File: src/rtl/core/rims_pkg.sv
// Shared constants, datapath opcodes, controller states and status struct for the run sorter.
`timescale 1ns / 1ps

package rims_pkg;

  localparam int MAX_ITEMS  = 64;
  localparam int RUN_LENGTH = 32;
  localparam int DATA_W     = 32;
  localparam int IDX_W      = $clog2(MAX_ITEMS);
  localparam int CNT_W      = $clog2(MAX_ITEMS + 1);
  // positions, run bounds and merge widths; one extra bit covers lo + 2*width
  localparam int POS_W      = CNT_W + 1;

  typedef enum logic [4:0] {
    OP_NONE,
    OP_STORE,
    OP_RUN_SETUP,
    OP_RUN_NEXT,
    OP_INS_READ,
    OP_INS_LOAD,
    OP_INS_SHIFT,
    OP_INS_PUT,
    OP_MRG_INIT,
    OP_PASS_NEXT,
    OP_COPY_INIT,
    OP_COPY,
    OP_PAIR_INIT,
    OP_PAIR_SETUP,
    OP_MERGE,
    OP_OUT_INIT,
    OP_OUT_LOAD,
    OP_DONE
  } op_t;

  typedef enum logic [3:0] {
    S_COLLECT,
    S_RUN_SETUP,
    S_INS_CHECK,
    S_INS_LOAD,
    S_INS_CMP,
    S_INS_PUT,
    S_MRG_SETUP,
    S_PASS_CHECK,
    S_COPY,
    S_PAIR_INIT,
    S_PAIR_SETUP,
    S_MERGE,
    S_OUT_LOAD,
    S_OUT_WAIT
  } state_t;

  typedef struct packed {
    logic i_gt_hi;     // insertion index ran past the run end
    logic run_last;    // current run is the final one
    logic shift;       // element left of the hole is larger than the held value
    logic j_low;       // hole reaches the run start after this shift
    logic pass_done;   // merge width covers the whole set
    logic copy_last;   // copy to scratch reaches the final element
    logic pair_done;   // no right neighbour left in this pass
    logic merge_last;  // merge writes the final element of the pair
    logic out_last;    // result in the output register is the final one
  } stat_t;

endpackage

File: src/rtl/core/rims_ctrl.sv
// Controller state machine: sequences collection, insertion, merge passes and output.
`timescale 1ns / 1ps

module rims_ctrl (
  input  logic           clk,
  input  logic           rst_n,
  input  logic           in_tvalid,
  input  logic           in_tlast,
  output logic           in_tready,
  output logic           out_tvalid,
  input  logic           out_tready,
  input  rims_pkg::stat_t stat,
  output rims_pkg::op_t  op
);
  import rims_pkg::*;

  state_t state_r, state_nxt;
  logic   in_fire;

  assign in_fire = in_tvalid && in_tready;

  always_ff @(posedge clk) begin
    if (!rst_n) begin
      state_r <= S_COLLECT;
    end else begin
      state_r <= state_nxt;
    end
  end

  always_comb begin
    state_nxt = state_r;
    unique case (state_r)
      S_COLLECT:    if (in_fire && in_tlast) state_nxt = S_RUN_SETUP;
      S_RUN_SETUP:  state_nxt = S_INS_CHECK;
      S_INS_CHECK: begin
        if (!stat.i_gt_hi)      state_nxt = S_INS_LOAD;
        else if (stat.run_last) state_nxt = S_MRG_SETUP;
        else                    state_nxt = S_RUN_SETUP;
      end
      S_INS_LOAD:   state_nxt = S_INS_CMP;
      S_INS_CMP: begin
        if (!stat.shift)    state_nxt = S_INS_CHECK;
        else if (stat.j_low) state_nxt = S_INS_PUT;
      end
      S_INS_PUT:    state_nxt = S_INS_CHECK;
      S_MRG_SETUP:  state_nxt = S_PASS_CHECK;
      S_PASS_CHECK: state_nxt = stat.pass_done ? S_OUT_LOAD : S_COPY;
      S_COPY:       if (stat.copy_last) state_nxt = S_PAIR_INIT;
      S_PAIR_INIT:  state_nxt = S_PAIR_SETUP;
      S_PAIR_SETUP: state_nxt = stat.pair_done ? S_PASS_CHECK : S_MERGE;
      S_MERGE:      if (stat.merge_last) state_nxt = S_PAIR_SETUP;
      S_OUT_LOAD:   state_nxt = S_OUT_WAIT;
      S_OUT_WAIT: begin
        if (out_tready) state_nxt = stat.out_last ? S_COLLECT : S_OUT_LOAD;
      end
      default:      state_nxt = S_COLLECT;
    endcase
  end

  always_comb begin
    in_tready  = 1'b0;
    out_tvalid = 1'b0;
    op         = OP_NONE;
    unique case (state_r)
      S_COLLECT: begin
        in_tready = 1'b1;
        if (in_fire) op = OP_STORE;
      end
      S_RUN_SETUP:  op = OP_RUN_SETUP;
      S_INS_CHECK:  op = stat.i_gt_hi ? OP_RUN_NEXT : OP_INS_READ;
      S_INS_LOAD:   op = OP_INS_LOAD;
      S_INS_CMP:    op = stat.shift ? OP_INS_SHIFT : OP_INS_PUT;
      S_INS_PUT:    op = OP_INS_PUT;
      S_MRG_SETUP:  op = OP_MRG_INIT;
      S_PASS_CHECK: op = stat.pass_done ? OP_OUT_INIT : OP_COPY_INIT;
      S_COPY:       op = OP_COPY;
      S_PAIR_INIT:  op = OP_PAIR_INIT;
      S_PAIR_SETUP: op = stat.pair_done ? OP_PASS_NEXT : OP_PAIR_SETUP;
      S_MERGE:      op = OP_MERGE;
      S_OUT_LOAD:   op = OP_OUT_LOAD;
      S_OUT_WAIT: begin
        out_tvalid = 1'b1;
        if (out_tready && stat.out_last) op = OP_DONE;
      end
      default:      op = OP_NONE;
    endcase
  end

endmodule

File: config.mk
export PLATFORM = sky130hd
export DESIGN_NAME = rims_ctrl
export DESIGN_NICKNAME = d
export VERILOG_FILES = /design/src/rtl/core/rims_pkg.sv /design/src/rtl/core/rims_ctrl.sv
export SDC_FILE = /design/constraint.sdc
export NUM_CORES = 1
export LEC_CHECK = 0
export BUFFER_PORTS_ARGS = -buffer_cell sky130_fd_sc_hd__clkbuf_2
export CORE_AREA = 2 2 40 42
export CTS_BUF_LIST = sky130_fd_sc_hd__clkbuf_16
export DETAILED_ROUTE_END_ITERATION = 12
export DIE_AREA = 0 0 42 44
export GPL_TIMING_DRIVEN = 0
export PLACE_DENSITY = 0.75
export SYNTH_ARGS = -nofsm -noshare
export SYNTH_HDL_FRONTEND = slang
export SYNTH_SLANG_ARGS = --single-unit
File: constraint.sdc
create_clock -name clk -period 1.6 [get_ports clk]
set_input_delay 0 -clock clk [delete_from_list [all_inputs] [get_ports clk]]
set_output_delay 0 -clock clk [all_outputs]
set_load 0.02 [all_outputs]
==> metrics.md, run 1 <==
| Metric | Value |
|---|---|
| Outcome | `finished clean` |
| Count of pins over their slew limit | `0` |
| Mapped cell area | `550.5 sq um` |
| DRT iter0 DRCs | `29` |
| Worst setup SP type | `flop` |
| # IOs | `21` |
| Most frequent cell after synthesis | `a21oi_1` |
| Hold worst-path end | `state_r[3]` |
| Crit Path Class | `reg2out` |
| Core Box Area | `1419 sq um` |
| Maximum vdd ir drop | `0.7989 mV` |
| Largest net degree at the start of global routing | `11` |
| Post-Layout Cell Count | `117` |
| FF-to-FF End | `state_r[1]` |
| CP required | `1600 ps` |
| Post-synth top area share | `14.55%` |
| Final instance area | `799.5 sq um` |
| DRT antenna net count | `0` |
| Top Metal Used | `met4` |
| Ys Warns | `0` |
| Syn Inst Count | `78` |
| Final setup fails | `0` |
| Post-synth EDFFs | `0` |
| PnR Total Power | `0.0008418 W` |
| Port buffer count | `20` |
| Detail Route met2 WL | `764 um` |
| Routed wire length | `1.629 mm` |
| Final Hold Vio Count | `0` |
| Number of vias per cell | `6.051` |
| Worst R2R Start | `state_r[3]` |
| Fin crit period | `1552 ps` |
| Gr ovfl total | `0` |
| XOR/XNOR Fraction of Synth Area | `0%` |
| Skew final | `0.05933 ps` |
| # Max-Cap Violations | `0` |
| Layout net count | `117` |
| Die area | `1848 sq um` |
| Top reg by flops | `state_r` |
| WP data arrival | `1550 ps` |
| P&R area growth vs syn | `45.23%` |
| Delay-heaviest family, CP | `compound AO/OA/AOI/OAI gates` |
| Post-Syn Area per Cell | `7.058 sq um` |
| Mux contribution to synthesized area | `0%` |
| Cell taking the most area after synthesis | `dfxtp_1` |
| CTS tree | `done` |
| Synth Area in Simple Gates | `34.55%` |
| CP peak stage delay | `360 ps` |
| DP HPWL | `1.141 mm` |
| Compound-cell area share of the yosys netlist | `40.00%` |
| Prevailing post-synth register cell | `dfxtp_1` |
| Max reg flops | `4` |
| Main combinational cell family by area after synthesis | `compound AO/OA/AOI/OAI gates` |
| Top flop regs | `state_r x4` |
| Slew Limit Headroom | `73.89%` |
| Area contributors post-synth | `dfxtp_1, a21oi_1, nor2b_1, buf_2, nand2_1` |
| Hold Crit Depth | `3` |
| Num rows | `14` |
| Worst path bufs/invs | `2` |
| Synth cell types | `36` |
| Initial antenna violation count | `0` |
| Cell leakage power | `0.3552 nW` |
| WL met1 | `720 um` |
| GRT Total Usage | `18.47%` |
| H-tree depth | `1` |
| Die width | `42 um` |
| Routed via count | `708` |
| Post-synthesis sequential area ratio | `14.55%` |
| CTS Buf Count | `3` |
| Number of global-route vias before repair | `643` |
| Root Driver | `clkbuf_16` |
| Final period utilization | `97.03%` |
| Antenna Cells | `0` |
| Drc violations | `0` |
| Initial Utilization | `38.80%` |
| Clock-pin slew on the worst setup and hold paths | `30 ps` |
| DR pass1 iterations | `4` |
| GPL Wtd Cong | `0.8902` |
| DR WL/cell | `13.92 um` |
| Post-Synth Adder-Cell Area | `0%` |
| Fin Setup TNS | `0 ps` |
| RSZ-0062 raised after global routing | `false` |
| Power density over the cells | `1053 nW/um^2` |
| Max Freq | `644.1 MHz` |
| Worst Max-Slew Pin Slew | `381.8 ps` |
| Final worst slack | `47.53 ps` |
| Post-CTS Setup Repair Bufs | `0` |
| Post-DP Area | `670.6 sq um` |
| Place WS | `124.9 ps` |
| DP Cell Count | `114` |
| Clock sink count | `4` |
| R2r setup slk | `120 ps` |
| First-pass GRT wire length | `2.587 mm` |
| CP Cell Sequence | `buf_4, and2_4, and3b_1, a311o_1, clkbuf_8` |
| Hold path startpoint | `rst_n` |
| Cell with the largest stage delay on the worst path | `a311o_1` |
| Post-synth net total | `92` |
| Worst-skew pair later-pin latency | `220 ps` |
| Synth top cells by count | `a21oi_1, buf_2, nor2b_1` |
| Met3 WL | `91 um` |
| Asr flop ratio synth | `0%` |
| R2R cell count | `4` |
| Die Y | `44 um` |
| CP Capture Type | `primary output` |
| Fraction of layout cells with a size suffix above 1 | `38.61%` |
| Worst-path maximum fanout | `10` |
| CTS Buffer Depth | `2` |
| Yosys reg bits | `4` |
| Hold-fix buffers, CTS | `0` |
| Hold Crit Class | `in2reg` |
## kinds of logic after synthesis
logic type | count (synthesis)
AO/OA/AOI/OAI | 31
buffers and inverters | 11
flip-flops | 4
AND/OR/NAND/NOR | 32
## worst max path at each step
stage               depth (start not counted)  startpoint    endpoint
global route                                5  state_r[3]       op[0]
floorplan                                   3  state_r[1]   in_tready
global placement                            4  state_r[3]  state_r[1]
detailed placement                          4  state_r[3]  state_r[1]
finish                                      5  state_r[3]       op[0]
CTS                                         5  state_r[3]       op[0]
## per-stage QoR
step | hold slack (ps) | util (%)
after floorplan | 167.0 | -
after global placement | 306.6 | 47.27
after detailed placement | 296.5 | 47.27
after CTS | 67.70 | 54.32
after global routing | 92.50 | 56.35
final | 69.67 | 56.35
## placed cells by master, fill, tap and decap left out, drive strengths merged, types with 2 or more instances in the layout
| cell type | Yosys | final |
|---|---|---|
| a21o | 2 | 2 |
| a21oi | 10 | 10 |
| a32oi | 2 | 2 |
| and2 | 2 | 2 |
| buf | 8 | 6 |
| clkbuf | 0 | 25 |
| dfxtp | 4 | 4 |
| inv | 3 | 3 |
| nand2 | 5 | 5 |
| nand2b | 2 | 2 |
| nor2 | 5 | 5 |
| nor2b | 6 | 6 |
| nor3 | 2 | 2 |
| nor3b | 2 | 2 |
| o21a | 2 | 2 |
| o21ai | 3 | 3 |
| o311ai | 2 | 2 |
## power breakdown
group / leakage (nW) / switching, W / internal, W
Clock: 0.0370 / 0.0000688 / 0.000319
Combinational: 0.285 / 0.000181 / 0.000147
Sequential: 0.0330 / 0.0000126 / 0.000113
## routing by layer
layer / global-route usage (%) / vias up
met5: 0 / -
li1: - / 343
met4: 11.61 / 0
met2: 30.63 / 36
met1: 21.61 / 322
met3: 4.167 / 7
## area by class of cell
| cell class | instances | area [sq um] |
|---|---|---|
| plain buffers | 8 | 71.32 |
| well taps | 16 | 20.02 |
| clock buffers | 3 | 75.07 |
| repair buffers | 20 | 108.9 |
| fillers | 126 | 619.3 |
| inverters | 3 | 11.26 |
| flip-flops and latches | 4 | 81.33 |
| multi-input cells | 63 | 431.7 |
## worst min-delay path: stages
cell	delay, ps
clkbuf_2	90
inv_1	100
a31oi_1	50
## timing repair
item / 4_1_cts / 5_1_grt
resized for setup: 7 / 12
pin swaps: 1 / 0
gates cloned: 0 / 0
setup endpoints to repair: 1 / 3
Power figures use the tool's default switching activity.
==> run 2, diff against run 1 <==
--- a/config.mk
+++ b/config.mk
@@ -11,7 +11,7 @@
 export DETAILED_ROUTE_END_ITERATION = 12
 export DIE_AREA = 0 0 42 44
 export GPL_TIMING_DRIVEN = 0
-export PLACE_DENSITY = 0.75
+export PLACE_DENSITY = 0.66
 export SYNTH_ARGS = -nofsm -noshare
 export SYNTH_HDL_FRONTEND = slang
 export SYNTH_SLANG_ARGS = --single-unit
==> run 2 against run 1 <==
Critical path type unchanged; hold slack better by 20 ps; largest power group unchanged; non-clock buffer count unchanged; wire length shrank 2.8%; first-iteration DRC count is 24% lower; design area fell by 1.1%; global-route usage shrank 1.5 points; critical path depth up 2; final cell count unchanged; critical endpoint unchanged; clock skew is 1.4 ps higher; sequential power is essentially flat; register-to-register slack about the same.
==> metrics.md, run 2 (synthesis results as in run 1) <==
| Metric | Value |
|---|---|
| Outcome | `finished clean` |
| Worst-path maximum fanout | `10` |
| Clock-pin slew on the worst setup and hold paths | `30 ps` |
| P&R area growth vs syn | `43.64%` |
| Place WS | `128.6 ps` |
| GRT Total Usage | `16.97%` |
| Hold Crit Depth | `3` |
| DR pass1 iterations | `5` |
| Top flop regs | `state_r x4` |
| DP HPWL | `1.138 mm` |
| Hold path startpoint | `rst_n` |
| Port buffer count | `20` |
| Hold Crit Class | `in2reg` |
| GPL Wtd Cong | `0.8105` |
| CP Capture Type | `primary output` |
| R2r setup slk | `130 ps` |
| Layout net count | `117` |
| CTS tree | `done` |
| Crit Path Class | `reg2out` |
| Routed via count | `693` |
| Maximum vdd ir drop | `0.7743 mV` |
| WP data arrival | `1580 ps` |
| Max reg flops | `4` |
| CTS Buffer Depth | `2` |
| RSZ-0062 raised after global routing | `false` |
| Cell leakage power | `0.3538 nW` |
| Number of global-route vias before repair | `577` |
| Final worst slack | `24.17 ps` |
| Commonest non-fill, non-tap cell in the layout | `clkbuf_2` |
| Root Driver | `clkbuf_16` |
| R2R cell count | `4` |
| DRT antenna net count | `0` |
| CTS Buf Count | `3` |
| Initial antenna violation count | `0` |
| Hold worst-path end | `state_r[0]` |
| Count of pins over their slew limit | `0` |
| Post-DP Area | `670.6 sq um` |
| Die area | `1848 sq um` |
| Antenna Cells | `0` |
| First-pass GRT wire length | `2.408 mm` |
| Fin crit period | `1576 ps` |
| Final Hold Vio Count | `0` |
| DRT iter0 DRCs | `22` |
| Drc violations | `0` |
| Initial Utilization | `38.80%` |
| Final period utilization | `98.49%` |
| Worst R2R Start | `state_r[3]` |
| Gr ovfl total | `0` |
| Hold-fix buffers, CTS | `0` |
| Final setup fails | `0` |
| Skew final | `1.480 ps` |
| CP required | `1600 ps` |
| Worst setup SP type | `flop` |
| Slew Limit Headroom | `71.03%` |
| Commonest cells after routing, fill and taps aside | `clkbuf_2, a21oi_1, nor2_1, nand2_1, nor2b_1` |
| Top reg by flops | `state_r` |
| FF-to-FF End | `state_r[1]` |
| # IOs | `21` |
| Routed wire length | `1.583 mm` |
| Die Y | `44 um` |
| Final instance area | `790.8 sq um` |
| Num rows | `14` |
| DR WL/cell | `13.53 um` |
| Die width | `42 um` |
| Clock sink count | `4` |
| Number of vias per cell | `5.923` |
| Max Freq | `634.6 MHz` |
| Core Box Area | `1419 sq um` |
| Fin Setup TNS | `0 ps` |
| H-tree depth | `1` |
| Largest net degree at the start of global routing | `11` |
| Worst-skew pair later-pin latency | `220 ps` |
| PnR Total Power | `0.0008319 W` |
| # Max-Cap Violations | `0` |
| Fraction of layout cells with a size suffix above 1 | `37.62%` |
| Worst Max-Slew Pin Slew | `423.6 ps` |
| Power density over the cells | `1052 nW/um^2` |
run 2: layout make-up:
| type | instances | area, sq um |
|---|---|---|
| buffer | 8 | 71.32 |
| clock buffer | 3 | 75.07 |
| fill | 144 | 628.1 |
| inverter | 3 | 11.26 |
| multi-input combinational | 63 | 422.9 |
| sequential | 4 | 81.33 |
| tap | 16 | 20.02 |
| timing repair buffer | 20 | 108.9 |
run 2: layer usage:
metal,GRT usage [%],wire length (um),up-vias
met5,0,0,-
met4,9.677,35,0
met3,1.667,95,4
met2,29.06,738,27
met1,20.80,714,315
li1,-,-,347
run 2: worst max-delay path by stage:
| stage | from | to | slack, ps |
|---|---|---|---|
| finish | state_r[2] | op[0] | 20 |
| global route | state_r[2] | op[0] | 0.07 |
| CTS | state_r[1] | op[1] | 9 |
| detailed placement | state_r[3] | state_r[1] | 130 |
| global placement | state_r[3] | state_r[1] | 150 |
| floorplan | state_r[1] | in_tready | 240 |
run 2: per-stage QoR:
stage	instances	hold slack (ps)	utilization [%]
2_1_floorplan	78	167.0	-
3_3_place_gp	114	312.7	47.27
3_5_place_dp	114	312.8	47.27
4_1_cts	117	82.54	54.32
5_1_grt	117	120.9	55.73
6_report	117	90.14	55.73
run 2: timing repair:
item | 4_1_cts | 5_1_grt
endpoints found under the setup margin | 2 | 3
gates resized for setup | 7 | 10
gates cloned | 0 | 0
setup buffers | 0 | 0
pin swaps | 1 | 0
run 2: critical path: stages, from the launching register on:
cell,delay [ps]
dfxtp_1,300
buf_6,130
buf_6,140
nor2b_2,170
a21oi_1,130
nor3_1,60
a311o_1,270
clkbuf_8,150
run 2: report_power, final:
group | switching [W] | internal, W | total (W)
combinational | 0.000176 | 0.000145 | 0.000321
clock | 0.0000673 | 0.000319 | 0.000386
sequential | 0.0000119 | 0.000113 | 0.000125
total | 0.000255 | 0.000577 | 0.000832
